`config.mk`:
```
export PLATFORM = sky130hd
export DESIGN_NAME = moving_median_filter_top
export DESIGN_NICKNAME = d
export VERILOG_FILES = /design/src/design/mmf_pkg.sv /design/src/design/mmf_ram.sv /design/src/design/mmf_mean.sv /design/src/design/moving_median_filter_top.sv
export SDC_FILE = /design/constraint.sdc
export NUM_CORES = 2
export LEC_CHECK = 0
export ABC_AREA = 0
export ABC_CLOCK_PERIOD_IN_PS = 9990
export BUFFER_PORTS_ARGS = -buffer_cell sky130_fd_sc_hd__buf_2
export CAP_MARGIN = 20
export CORE_AREA = 2 2 523 395
export CTS_CLUSTER_SIZE = 28
export DETAILED_ROUTE_END_ITERATION = 7
export DIE_AREA = 0 0 525 397
export GPL_ROUTABILITY_DRIVEN = 0
export PLACE_DENSITY = 0.52
export SLEW_MARGIN = 25
export SYNTH_ARGS = -nofsm -noshare
export SYNTH_HDL_FRONTEND = slang
export SYNTH_HIERARCHICAL = 1
export SYNTH_SLANG_ARGS = --single-unit
```
`constraint.sdc`:
```
create_clock -name clk -period 9.99 [get_ports clk]
set_input_delay 1.998 -clock clk [delete_from_list [all_inputs] [get_ports clk]]
set_output_delay 1.998 -clock clk [all_outputs]
set_load 0.005 [all_outputs]
```
`src/design/mmf_pkg.sv`:
```
// ============================================================================
// mmf_pkg - shared constants for the moving median filter
// Field widths, register reset values and stream packing sizes.
// ============================================================================
`default_nettype none

package mmf_pkg;

    // sample and median width, two's complement
    localparam int SAMPLE_W = 64;

    // window length register, fill count and samples held
    localparam int CNT_W = 5;

    // default ring depth
    localparam int MAX_WINDOW_DEF = 16;

    // window length after reset
    localparam logic [CNT_W-1:0] LENGTH_RESET = 5'd10;

    // output tdata: median, samples held, zero fill to whole bytes
    localparam int OUT_TDATA_W = ((SAMPLE_W + CNT_W + 7) / 8) * 8;

endpackage

`default_nettype wire

```
`src/design/mmf_ram.sv`:
```
// ============================================================================
// mmf_ram - generic simple dual-port RAM
// One write port, one read port, registered read data. A read and a write
// of the same address in one cycle return the old contents (read first).
// ============================================================================
`default_nettype none

module mmf_ram #(
    parameter int WIDTH = 8,
    parameter int DEPTH = 16,
    localparam int AW = (DEPTH > 1) ? $clog2(DEPTH) : 1
) (
    input  logic             clk,
    input  logic             wr_en,
    input  logic [AW-1:0]    wr_addr,
    input  logic [WIDTH-1:0] wr_data,
    input  logic [AW-1:0]    rd_addr,
    output logic [WIDTH-1:0] rd_data
);

    logic [WIDTH-1:0] mem_reg [DEPTH];
    logic [WIDTH-1:0] rd_data_reg;

    // write and registered read in one process: old data on collision
    always_ff @(posedge clk)
    begin
        rd_data_reg <= mem_reg[rd_addr];
        if (wr_en)
        begin
            mem_reg[wr_addr] <= wr_data;
        end
    end

    assign rd_data = rd_data_reg;

endmodule

`default_nettype wire

```
`src/design/mmf_mean.sv`:
```
// ============================================================================
// mmf_mean - mean of two signed samples, truncated toward zero
// Registers the 65-bit sum, then halves it with a round-toward-zero fixup.
// ============================================================================
`default_nettype none

module mmf_mean (
    input  logic                         clk,
    input  logic                         load,
    input  logic [mmf_pkg::SAMPLE_W-1:0] a,
    input  logic [mmf_pkg::SAMPLE_W-1:0] b,
    output logic [mmf_pkg::SAMPLE_W-1:0] result
);

    import mmf_pkg::*;

    logic [SAMPLE_W:0] sum_reg;
    logic [SAMPLE_W:0] sum_next;
    logic              neg_odd;

    // sign-extend both operands so the sum never overflows
    assign sum_next = {a[SAMPLE_W-1], a} + {b[SAMPLE_W-1], b};

    // hold the sum until the next load
    always_ff @(posedge clk)
    begin
        if (load)
        begin
            sum_reg <= sum_next;
        end
    end

    // floor halving, bump a negative odd sum up toward zero
    assign neg_odd = sum_reg[SAMPLE_W] & sum_reg[0];
    assign result  = sum_reg[SAMPLE_W:1] + {{(SAMPLE_W-1){1'b0}}, neg_odd};

endmodule

`default_nettype wire

```
`src/design/moving_median_filter_top.sv`:
```
// Moving median filter: one median result per input item.
// A new item is taken only in the idle state, after the result of the previous
// item has been loaded into the output register, so a result waiting on
// m_tready holds back the input.
// Reset: control clears, window length returns to 10, memories keep contents.
// ============================================================================
// moving_median_filter_top - sliding-window median of 64-bit samples
// Sequencer around a sample ring RAM and a sorted slot list RAM, plus a
// registered mean unit for the even-count median.
// ============================================================================
`default_nettype none

module moving_median_filter_top #(
    parameter int MAX_WINDOW = mmf_pkg::MAX_WINDOW_DEF
) (
    input  logic                            clk,
    input  logic                            rst_n,
    // configuration write: window_length
    input  logic                            cfg_valid,
    output logic                            cfg_ready,
    input  logic [mmf_pkg::CNT_W-1:0]       cfg_data,
    // input items
    input  logic                            s_tvalid,
    output logic                            s_tready,
    input  logic [mmf_pkg::SAMPLE_W-1:0]    s_tdata,   // [63:0] sample_value
    // result items
    output logic                            m_tvalid,
    input  logic                            m_tready,
    output logic [mmf_pkg::OUT_TDATA_W-1:0] m_tdata    // [63:0] median_value,
                                                       // [68:64] samples_held
);

    import mmf_pkg::*;

    localparam int SLOT_W  = (MAX_WINDOW > 1) ? $clog2(MAX_WINDOW) : 1;
    localparam int CNT_MAX = (1 << CNT_W) - 1;
    localparam int CAP_LEN = (MAX_WINDOW > CNT_MAX) ? CNT_MAX : MAX_WINDOW;
    localparam logic [CNT_W-1:0] CAP_L = CNT_W'(CAP_LEN);
    localparam int PAD_W = OUT_TDATA_W - SAMPLE_W - CNT_W;

    // median fetch steps
    localparam logic [CNT_W-1:0] MED_RD_LO   = 5'd0;
    localparam logic [CNT_W-1:0] MED_RD_HI   = 5'd1;
    localparam logic [CNT_W-1:0] MED_RING_HI = 5'd2;
    localparam logic [CNT_W-1:0] MED_SUM     = 5'd3;

    typedef enum logic [5:0] {
        ST_IDLE   = 6'b000001,
        ST_COUNT  = 6'b000010,
        ST_LIST   = 6'b000100,
        ST_INSERT = 6'b001000,
        ST_MEDIAN = 6'b010000,
        ST_OUT    = 6'b100000
    } state_t;

    // control registers
    state_t            state_reg,    state_next;
    logic [CNT_W-1:0]  wl_reg,       wl_next;
    logic [CNT_W-1:0]  fc_reg,       fc_next;
    logic [CNT_W-1:0]  ws_reg,       ws_next;
    logic [CNT_W-1:0]  cnt_reg,      cnt_next;
    logic              vld_reg,      vld_next;
    logic [CNT_W-1:0]  idx_reg,      idx_next;
    logic [CNT_W-1:0]  p_reg,        p_next;
    logic              removed_reg,  removed_next;
    logic              full_reg,     full_next;
    logic [CNT_W-1:0]  n_reg,        n_next;
    logic [CNT_W-1:0]  m_reg,        m_next;
    logic [CNT_W-1:0]  slot_reg,     slot_next;
    logic              m_tvalid_reg, m_tvalid_next;

    // payload registers
    logic [SAMPLE_W-1:0] v_reg,      v_next;
    logic [SAMPLE_W-1:0] a_reg,      a_next;
    logic [SAMPLE_W-1:0] median_reg, median_next;
    logic [CNT_W-1:0]    held_reg,   held_next;

    // derived window quantities
    logic [CNT_W-1:0] eff_len;
    logic [CNT_W-1:0] ws_cl;
    logic [CNT_W-1:0] fc_cl;
    logic             win_full;
    logic [CNT_W-1:0] n_new;
    logic [CNT_W-1:0] m_old;
    logic [CNT_W-1:0] ws_adv;
    logic [CNT_W-1:0] lo_pos;
    logic [CNT_W-1:0] hi_pos;
    logic [CNT_W-1:0] red_pos;
    logic [CNT_W-1:0] new_pos;
    logic             slot_match;

    // memory ports
    logic                ring_we;
    logic [SLOT_W-1:0]   ring_waddr;
    logic [SAMPLE_W-1:0] ring_wdata;
    logic [SLOT_W-1:0]   ring_raddr;
    logic [SAMPLE_W-1:0] ring_rdata;
    logic                list_we;
    logic [SLOT_W-1:0]   list_waddr;
    logic [SLOT_W-1:0]   list_wdata;
    logic [SLOT_W-1:0]   list_raddr;
    logic [SLOT_W-1:0]   list_rdata;

    logic                mean_load;
    logic [SAMPLE_W-1:0] mean_res;

    mmf_ram #(
        .WIDTH (SAMPLE_W),
        .DEPTH (MAX_WINDOW)
    ) u_ring (
        .clk     (clk),
        .wr_en   (ring_we),
        .wr_addr (ring_waddr),
        .wr_data (ring_wdata),
        .rd_addr (ring_raddr),
        .rd_data (ring_rdata)
    );

    mmf_ram #(
        .WIDTH (SLOT_W),
        .DEPTH (MAX_WINDOW)
    ) u_list (
        .clk     (clk),
        .wr_en   (list_we),
        .wr_addr (list_waddr),
        .wr_data (list_wdata),
        .rd_addr (list_raddr),
        .rd_data (list_rdata)
    );

    mmf_mean u_mean (
        .clk    (clk),
        .load   (mean_load),
        .a      (a_reg),
        .b      (ring_rdata),
        .result (mean_res)
    );

    // clamp length, ring position and fill count
    always_comb
    begin
        if (wl_reg == '0)
        begin
            eff_len = CNT_W'(1);
        end
        else if (wl_reg > CAP_L)
        begin
            eff_len = CAP_L;
        end
        else
        begin
            eff_len = wl_reg;
        end
        ws_cl    = (ws_reg >= eff_len) ? '0 : ws_reg;
        fc_cl    = (fc_reg > eff_len) ? eff_len : fc_reg;
        win_full = (fc_cl == eff_len);
        n_new    = win_full ? eff_len : fc_cl + 1'b1;
        m_old    = win_full ? eff_len : fc_cl;
        ws_adv   = (ws_cl + 1'b1 == eff_len) ? '0 : ws_cl + 1'b1;
    end

    // middle positions of the sorted list
    assign lo_pos = (n_reg - 1'b1) >> 1;
    assign hi_pos = n_reg >> 1;

    // list rebuild: position after dropping the old slot, then open a gap at p
    assign red_pos    = idx_reg - {{(CNT_W-1){1'b0}}, removed_reg};
    assign new_pos    = (red_pos < p_reg) ? red_pos : red_pos + 1'b1;
    assign slot_match = full_reg && (CNT_W'(list_rdata) == slot_reg);

    // sequencer
    always_comb
    begin
        state_next    = state_reg;
        wl_next       = wl_reg;
        fc_next       = fc_reg;
        ws_next       = ws_reg;
        cnt_next      = cnt_reg;
        vld_next      = vld_reg;
        idx_next      = idx_reg;
        p_next        = p_reg;
        removed_next  = removed_reg;
        full_next     = full_reg;
        n_next        = n_reg;
        m_next        = m_reg;
        slot_next     = slot_reg;
        m_tvalid_next = m_tvalid_reg;
        v_next        = v_reg;
        a_next        = a_reg;
        median_next   = median_reg;
        held_next     = held_reg;

        ring_we    = 1'b0;
        ring_waddr = SLOT_W'(ws_cl);
        ring_wdata = s_tdata;
        ring_raddr = SLOT_W'(cnt_reg);
        list_we    = 1'b0;
        list_waddr = SLOT_W'(p_reg);
        list_wdata = SLOT_W'(slot_reg);
        list_raddr = SLOT_W'(cnt_reg);
        mean_load  = 1'b0;

        // drop the result once taken
        if (m_tvalid_reg && m_tready)
        begin
            m_tvalid_next = 1'b0;
        end

        // length write restarts the window
        if (cfg_valid && cfg_ready)
        begin
            wl_next = cfg_data;
            fc_next = '0;
            ws_next = '0;
        end

        unique case (state_reg)
            ST_IDLE:
            begin
                // take the item, store it in the ring, commit window state
                if (s_tvalid && s_tready)
                begin
                    v_next     = s_tdata;
                    slot_next  = ws_cl;
                    full_next  = win_full;
                    n_next     = n_new;
                    m_next     = m_old;
                    fc_next    = n_new;
                    ws_next    = ws_adv;
                    ring_we    = 1'b1;
                    cnt_next   = '0;
                    p_next     = '0;
                    vld_next   = 1'b0;
                    state_next = ST_COUNT;
                end
            end

            ST_COUNT:
            begin
                // count other window samples not above the new one
                if (vld_reg && (idx_reg != slot_reg) &&
                    ($signed(ring_rdata) <= $signed(v_reg)))
                begin
                    p_next = p_reg + 1'b1;
                end
                if (cnt_reg != n_reg)
                begin
                    ring_raddr = SLOT_W'(cnt_reg);
                    idx_next   = cnt_reg;
                    vld_next   = 1'b1;
                    cnt_next   = cnt_reg + 1'b1;
                end
                else
                begin
                    vld_next     = 1'b0;
                    cnt_next     = '0;
                    removed_next = 1'b0;
                    state_next   = ST_LIST;
                end
            end

            ST_LIST:
            begin
                // move each kept slot to its new place, skip the replaced one
                if (vld_reg)
                begin
                    if (slot_match)
                    begin
                        removed_next = 1'b1;
                    end
                    else
                    begin
                        list_we    = 1'b1;
                        list_waddr = SLOT_W'(new_pos);
                        list_wdata = list_rdata;
                    end
                end
                if (cnt_reg != m_reg)
                begin
                    list_raddr = SLOT_W'(cnt_reg);
                    idx_next   = cnt_reg;
                    vld_next   = 1'b1;
                    cnt_next   = cnt_reg + 1'b1;
                end
                else
                begin
                    vld_next   = 1'b0;
                    cnt_next   = '0;
                    state_next = ST_INSERT;
                end
            end

            ST_INSERT:
            begin
                // drop the new slot into the gap
                list_we    = 1'b1;
                list_waddr = SLOT_W'(p_reg);
                list_wdata = SLOT_W'(slot_reg);
                cnt_next   = '0;
                state_next = ST_MEDIAN;
            end

            ST_MEDIAN:
            begin
                // fetch the two middle slots, then their samples
                cnt_next = cnt_reg + 1'b1;
                case (cnt_reg)
                    MED_RD_LO:
                    begin
                        list_raddr = SLOT_W'(lo_pos);
                    end
                    MED_RD_HI:
                    begin
                        list_raddr = SLOT_W'(hi_pos);
                        ring_raddr = list_rdata;
                    end
                    MED_RING_HI:
                    begin
                        ring_raddr = list_rdata;
                        a_next     = ring_rdata;
                    end
                    MED_SUM:
                    begin
                        mean_load  = 1'b1;
                        state_next = ST_OUT;
                    end
                    default:
                    begin
                        state_next = ST_OUT;
                    end
                endcase
            end

            ST_OUT:
            begin
                // load the output register once it is free
                if (!m_tvalid_reg || m_tready)
                begin
                    median_next   = mean_res;
                    held_next     = n_reg;
                    m_tvalid_next = 1'b1;
                    state_next    = ST_IDLE;
                end
            end

            default:
            begin
                state_next = ST_IDLE;
            end
        endcase
    end

    // control state
    always_ff @(posedge clk or negedge rst_n)
    begin
        if (!rst_n)
        begin
            state_reg    <= ST_IDLE;
            wl_reg       <= LENGTH_RESET;
            fc_reg       <= '0;
            ws_reg       <= '0;
            cnt_reg      <= '0;
            vld_reg      <= 1'b0;
            idx_reg      <= '0;
            p_reg        <= '0;
            removed_reg  <= 1'b0;
            full_reg     <= 1'b0;
            n_reg        <= '0;
            m_reg        <= '0;
            slot_reg     <= '0;
            m_tvalid_reg <= 1'b0;
        end
        else
        begin
            state_reg    <= state_next;
            wl_reg       <= wl_next;
            fc_reg       <= fc_next;
            ws_reg       <= ws_next;
            cnt_reg      <= cnt_next;
            vld_reg      <= vld_next;
            idx_reg      <= idx_next;
            p_reg        <= p_next;
            removed_reg  <= removed_next;
            full_reg     <= full_next;
            n_reg        <= n_next;
            m_reg        <= m_next;
            slot_reg     <= slot_next;
            m_tvalid_reg <= m_tvalid_next;
        end
    end

    // payload
    always_ff @(posedge clk)
    begin
        v_reg      <= v_next;
        a_reg      <= a_next;
        median_reg <= median_next;
        held_reg   <= held_next;
    end

    // hold input items back while a length write is offered
    assign s_tready  = (state_reg == ST_IDLE) && !cfg_valid;
    assign cfg_ready = (state_reg == ST_IDLE);
    assign m_tvalid  = m_tvalid_reg;
    assign m_tdata   = {{PAD_W{1'b0}}, held_reg, median_reg};

    // ring position always inside the current window
    a_ws_in_window: assert property (@(posedge clk) disable iff (!rst_n)
        ws_reg < eff_len)
        else $error("write slot outside window");

    // fill count never exceeds the window
    a_fill_bound: assert property (@(posedge clk) disable iff (!rst_n)
        fc_reg <= eff_len)
        else $error("fill count above window length");

    // insertion point stays inside the list
    a_insert_bound: assert property (@(posedge clk) disable iff (!rst_n)
        p_reg <= n_reg)
        else $error("insertion point beyond list");

    // one item at a time
    a_one_item: assert property (@(posedge clk) disable iff (!rst_n)
        (s_tvalid && s_tready) |=> !s_tready)
        else $error("second item taken while busy");

    // every result covers at least one sample
    a_held_nonzero: assert property (@(posedge clk) disable iff (!rst_n)
        m_tvalid |-> (held_reg != '0))
        else $error("result with zero samples held");

endmodule

`default_nettype wire

```
### After elaboration in Yosys (flattened, before gate mapping)

Memory sizes are Yosys's and may differ from the RTL's. A register that Yosys moved wholly into a read port is not among the register bits.
Cells that the tools add are included.

| storage, ports and cells | value |
|---|---|
| input port bits | 74 |
| word-level logic and storage cells | 149 |
| memories kept | 2 |
| register bits after elaboration | 317 |
| bits in writable memories | 1088 |
| output and inout port bits | 75 |

| operators by class | value |
|---|---|
| multiplexer cells | 61 |
| bitwise logic cells | 1 |
| order comparisons | 5 |
| add/subtract/negate cells | 9 |
| reductions and logical operators | 27 |
| equality and inequality tests | 25 |

Memories:

| memory | words | width | read ports | clocked after memory_dff | write ports | RTL line | RTL |
|---|---|---|---|---|---|---|---|
| u_ring.mem_reg | 16 | 64 | 1 | 1 | 1 | mmf_ram.sv:21 | `logic [WIDTH-1:0] mem_reg [DEPTH];` |
| u_list.mem_reg | 16 | 4 | 1 | 1 | 1 | mmf_ram.sv:21 |  |

Operators by type and width:

| kind | number |
|---|---|
| 5-bit two-way mux | 19 |
| 64-bit by 64-bit adder with 65-bit output | 1 |
| 64-bit by 1-bit adder with 64-bit output | 1 |
| 64-bit less-or-equal comparator | 1 |
| 4-bit two-way mux | 10 |
| 6-bit one-hot mux with 6 select lines | 1 |
| 6-bit two-way mux | 5 |
| 5-bit one-hot mux with 5 select lines | 1 |
| 5-bit by 1-bit adder with 5-bit output (second input constant) | 4 |
| 5-bit one-hot mux with 2 select lines | 2 |
| 1-bit two-way mux | 19 |
| 2-bit != test (second input constant) | 9 |
| 5-bit != test | 3 |
| 5-bit by 2-bit equality test with 1-bit output (second input constant) | 2 |
| 5-bit equality test | 2 |
| 5-bit logical NOT | 2 |
| 2-bit AND reduction | 5 |
| 4-bit one-hot mux with 2 select lines | 1 |
| 1-bit logical AND | 7 |
| 6-bit by 1-bit equality test with 1-bit output (second input constant) | 1 |
| 6-bit by 2-bit equality test with 1-bit output (second input constant) | 1 |
| 6-bit by 3-bit equality test with 1-bit output (second input constant) | 1 |
| 6-bit by 4-bit equality test with 1-bit output (second input constant) | 1 |
| 6-bit by 5-bit equality test with 1-bit output (second input constant) | 1 |
| other kinds (24) | 28 |

### Longest topological paths before layout

| logic depth | value |
|---|---|
| depth after elaboration | 10 |
| mapped depth | 18 |
| mapped depth without buffers | 18 |

### Modules after synthesis

The synthesis kept the hierarchy.

Modules (own cells, without submodules):

| module | times used | cells each | seq. area each (sq um) | area each (sq um) |
|---|---|---|---|---|
| mmf_ram at u_ring | 1 | 1647 | 32030.7 | 39581.7 |
| moving_median_filter_top | 1 | 881 | 7295.7 | 11534.8 |
| mmf_mean | 1 | 799 | 1951.9 | 6942.9 |
| mmf_ram at u_list | 1 | 130 | 2001.9 | 2666.3 |

### Worst setup path before layout

Ideal clock, no wire load.

| path | value |
|---|---|
| path kind | input -> register |
| from | input port cfg_valid |
| to | memory u_ring/mem_reg[0][0] (netlist bit), enable pin |
| required time | 9.425 ns |
| cell stages on the path | 6 |
| slack | 1.112 ns |
| library setup time | 0.565 ns |
| arrival time | 8.314 ns |
| path buffers | 2 |
| cell sequence | nand3b_1 inv_1 buf_4 buf_2 or3b_2 nor3_1 |

| on the way | value |
|---|---|
| cells in the longest elaborated chain, start to end | 7 |

Ends and longest elaborated chain:

| item | RTL line | RTL |
|---|---|---|
| start: declaration | moving_median_filter_top.sv:19 | `input logic cfg_valid,` |
| 1-bit logical NOT | moving_median_filter_top.sv:402 | `assign s_tready = (state_reg == ST_IDLE) && !cfg_valid;` |
| 1-bit logical AND | moving_median_filter_top.sv:402 |  |
| 1-bit logical AND | moving_median_filter_top.sv:221 | `if (s_tvalid && s_tready)` |
| 1-bit two-way mux | moving_median_filter_top.sv:221 |  |
| 1-bit two-way mux | moving_median_filter_top.sv:217 | `unique case (state_reg)` |
| net ring_we | moving_median_filter_top.sv:93 | `logic ring_we;` |
| 1-bit two-way mux | mmf_ram.sv:28 | `if (wr_en)` |
| 1-bit two-way mux (implied by the code) | mmf_ram.sv:30 | `mem_reg[wr_addr] <= wr_data;` |
| end: declaration | mmf_ram.sv:21 |  |

The timed path passes the listed nets, and every way through them passes these cells.

### Worst setup path in the final report

| path | value |
|---|---|
| from | register state_reg[5] |
| to | register u_ring.rd_data_reg[28], in the netlist u_ring/rd_data[28], read port of u_ring.mem_reg |

| on the way | value |
|---|---|
| cells in the longest elaborated chain, start to end | 2 |

Ends and longest elaborated chain:

| item | RTL line | RTL |
|---|---|---|
| start: declaration | moving_median_filter_top.sv:57 | `state_t state_reg, state_next;` |
| start signal: assignment | moving_median_filter_top.sv:375 | `state_reg <= state_next;` |
| 6-bit by 5-bit equality test with 1-bit output | moving_median_filter_top.sv:217 |  |
| 4-bit two-way mux | n/a |  |
| net ring_raddr[0] | moving_median_filter_top.sv:96 | `logic [SLOT_W-1:0] ring_raddr;` |
| end: declaration | mmf_ram.sv:22 | `logic [WIDTH-1:0] rd_data_reg;` |

The timed path passes the listed nets, and every way through them passes these cells.
A chain may end at the register's enable or synchronous reset.

==> results.cfg <==
[yosys]
synth_top_family_by_area = multiplexers
synthAdderAreaFrac_pct = 3.23
synth_compound_area_share_pct = 5.92
ys.flop_type = edfxtp_1
synth_cells = 3457
ys_async_sr_fraction_pct = 3.73
synthSimpleGateAreaFrac_pct = 4.94
ys_types = 105
synthMuxAreaShare_pct = 10.6
synth.top_cell.area_share_pct = 66.8
syn_area_mm2 = 0.0607
synthesis.yosys.warnings = 6
synth_edf_count = 1350
synth_top_area_cell = edfxtp_1
synth_xor_area_share_pct = 2.31
postSynthAreaPerCell_um2 = 17.6
synth_area_leaders = edfxtp_1, mux4_2, ha_1, dfxtp_1, dfrtp_1
ys_seq_area_share_pct = 71.3
yosys_register_bits = 1473

[sta]
worstMarginPinSlew_ns = 1.07
finalSetupViolCount = 0
rsz0062_at_grt = no
slew_violations = 0
setup_tns_ns = 0
clock.fmax_mhz = 182
holdWs_ns = 0.513
maxSlewHeadroom_pct = 28.5
finalHoldViolCount = 0
fin_worst_skew_ns = 0.0517
min_period_over_period_pct = 54.9
period_minus_slack_ns = 5.48

[setup_path]
crit_path_end_kind = flop
critPathBufInv = 2
reg2reg_to = u_ring/rd_data[28]
ff2ff_path_depth = 11
worst-path-stages = 11
reg2reg_slack_ns = 4.51
cp-start-kind = flop
path_max_fanout = 74
path_delay_family = simple AND/OR/NAND/NOR gates
crit_required_ns = 10.66
startpoint = state_reg[5]
cpPeakStageDelay_ns = 0.65
arrival_ns = 6.15
crit_chain = nor4_1 > nand3b_1 > or4_1 > nor2_1 > nand2_1 > o21ai_4 > buf_12 > buf_12 > mux4_2 > a22oi_1 > nand2_1
path_class = reg2reg
critPathCapture = u_ring/rd_data[28]
slowest_stage = nor2_1
r2r_start = state_reg[5]

[clock_tree]
cts_made_buffers = 154
cts.sinks = 1473
cts_tree = built
post-cts-setup-buffer-count = 0
root_buffer = clkbuf_16
cts.repair.resized = 0
clk_latency_ns = 0.81
clockBufferDepth = 3
holdBufCountCts = 0
cts.clk_slew.worst_paths_ns = 0.06
htreeDepth = 4

[power_and_ir_drop]
pwr_density_cell_mw_per_mm2 = 266
swShare_pct = 32.5
p_sw_uw = 6050
seqPwrFrac_pct = 41.9
power_leakage_uw = 0.0230
p_int_uw = 12600
share_comb_of_total_power_pct = 26.8
power_uw = 18600
clkPwrFrac_pct = 31.2
ir_drop_v = 0.000190

[global_route]
grt_max_degree = 91
grt_usage_pct = 15.9
grt_pass1_wl_um = 241000
antenna_found_initial = 28
grt_pass1_vias = 32000
grt-ovfl-total = 0

[detailed_routing]
drc = 0
detail_route.wl_per_cell_um = 25.8
via_per_inst = 5.12
first_pass_iters = 5
ant_nets = 0
drt_iter0_markers = 4147
vias = 33400
drt-total-wl_um = 168000

[floorplan]
io_pins = 149
die_w_um = 525
dieArea_mm2 = 0.208
row_count = 144
die_h_um = 397
core_mm2 = 0.204
initial_core_util_pct = 29.8

[placement]
port_buffers = 145
place_area_mm2 = 0.0649
dp_hpwl_um = 113000

[worst_hold_path]
whs_path_depth = 2
worstHoldStart = m_reg[2]
hold_path_class = reg2reg

[run_status]
outcome = completed

[final_layout]
mostFrequentLayoutCells = edfxtp_1, mux4_2, nand2_1, ha_1, clkbuf_16
nets = 3913
drive_gt1_share_pct = 20.7
design_area_mm2 = 0.0701
syn2layout_area_growth_pct = 15.4
largest_reg_flops = 1024
final_common_cell = edfxtp_1

[flow_run]
maxCapViolations = 0
-- through the flow --
step,instances,setup slack [ns],util (%)
final,6522,4.51,34.4
after global routing,6517,4.20,34.4
after CTS,6515,4.56,34.4
after detailed placement,6226,4.60,31.8
after global placement,6220,4.56,31.8
after floorplan,3459,1.11,-
-- worst min-delay path by stage --
stage,to,slack [ns]
2_1_floorplan,held_reg[2],0.42
3_3_place_gp,m_reg[2],0.50
3_5_place_dp,m_reg[2],0.50
4_1_cts,a_reg[54],0.52
5_1_grt,a_reg[54],0.53
6_report,m_reg[2],0.51
-- final cells by class --
type,instances,area [um2]
diodes,5,12.5
clock buffers,208,4230
clock inverters,81,913
fillers,19200,134000
inverters,106,400
multi-input cells,1753,16600
flip-flops and latches,1473,43300
well taps,2701,3380
repair buffers,195,1310
-- per-layer routing --
layer	track usage, %	vias up	part of all wire (%)
li1	-	14300	-
met1	26.2	17500	51
met5	0	-	0.073
met3	3.78	197	8.6
met4	3.07	22	1.3
met2	20.8	1319	39
-- cell families after synthesis --
family                     after synthesis
xor gates and xnor gates               160
other                                    1
buffers and inverters                  233
adders and majority gates              156
AOI/OAI and AO/OA                      521
and+or+nand+nor                        619
muxes                                  294
DFF                                   1473
-- synth_stat cells, types with 64 or more instances --
cell	number
edfxtp_1	1350
mux4_2	258
ha_1	155
nand3_1	76
xor2_1	66
nor2_1	112
nand2_1	239
clkbuf_1	64
a21oi_1	111
a22oi_1	138
xnor2_1	94
dfxtp_1	68
o21ai_0	88
inv_1	105
-- power groups by stage --
stage / Clock (uW) / Combinational, uW / Sequential [uW]
after floorplan: 0 / 3590 / 7520
after global placement: 0 / 4940 / 7920
after detailed placement: 0 / 4950 / 7920
after CTS: 5950 / 4970 / 7790
after global routing: 6190 / 5440 / 7840
final: 5810 / 4990 / 7810
-- worst reg2reg max path, cell delays in order (launching register included) --
cell and delay (ns):
dfrtp_1 0.45, nor4_1 0.40, nand3b_1 0.25, or4_1 0.55, nor2_1 0.65, nand2_1 0.20
o21ai_4 0.31, buf_12 0.56, buf_12 0.76, mux4_2 0.68, a22oi_1 0.45, nand2_1 0.09
(Power assumes the default switching activity.)
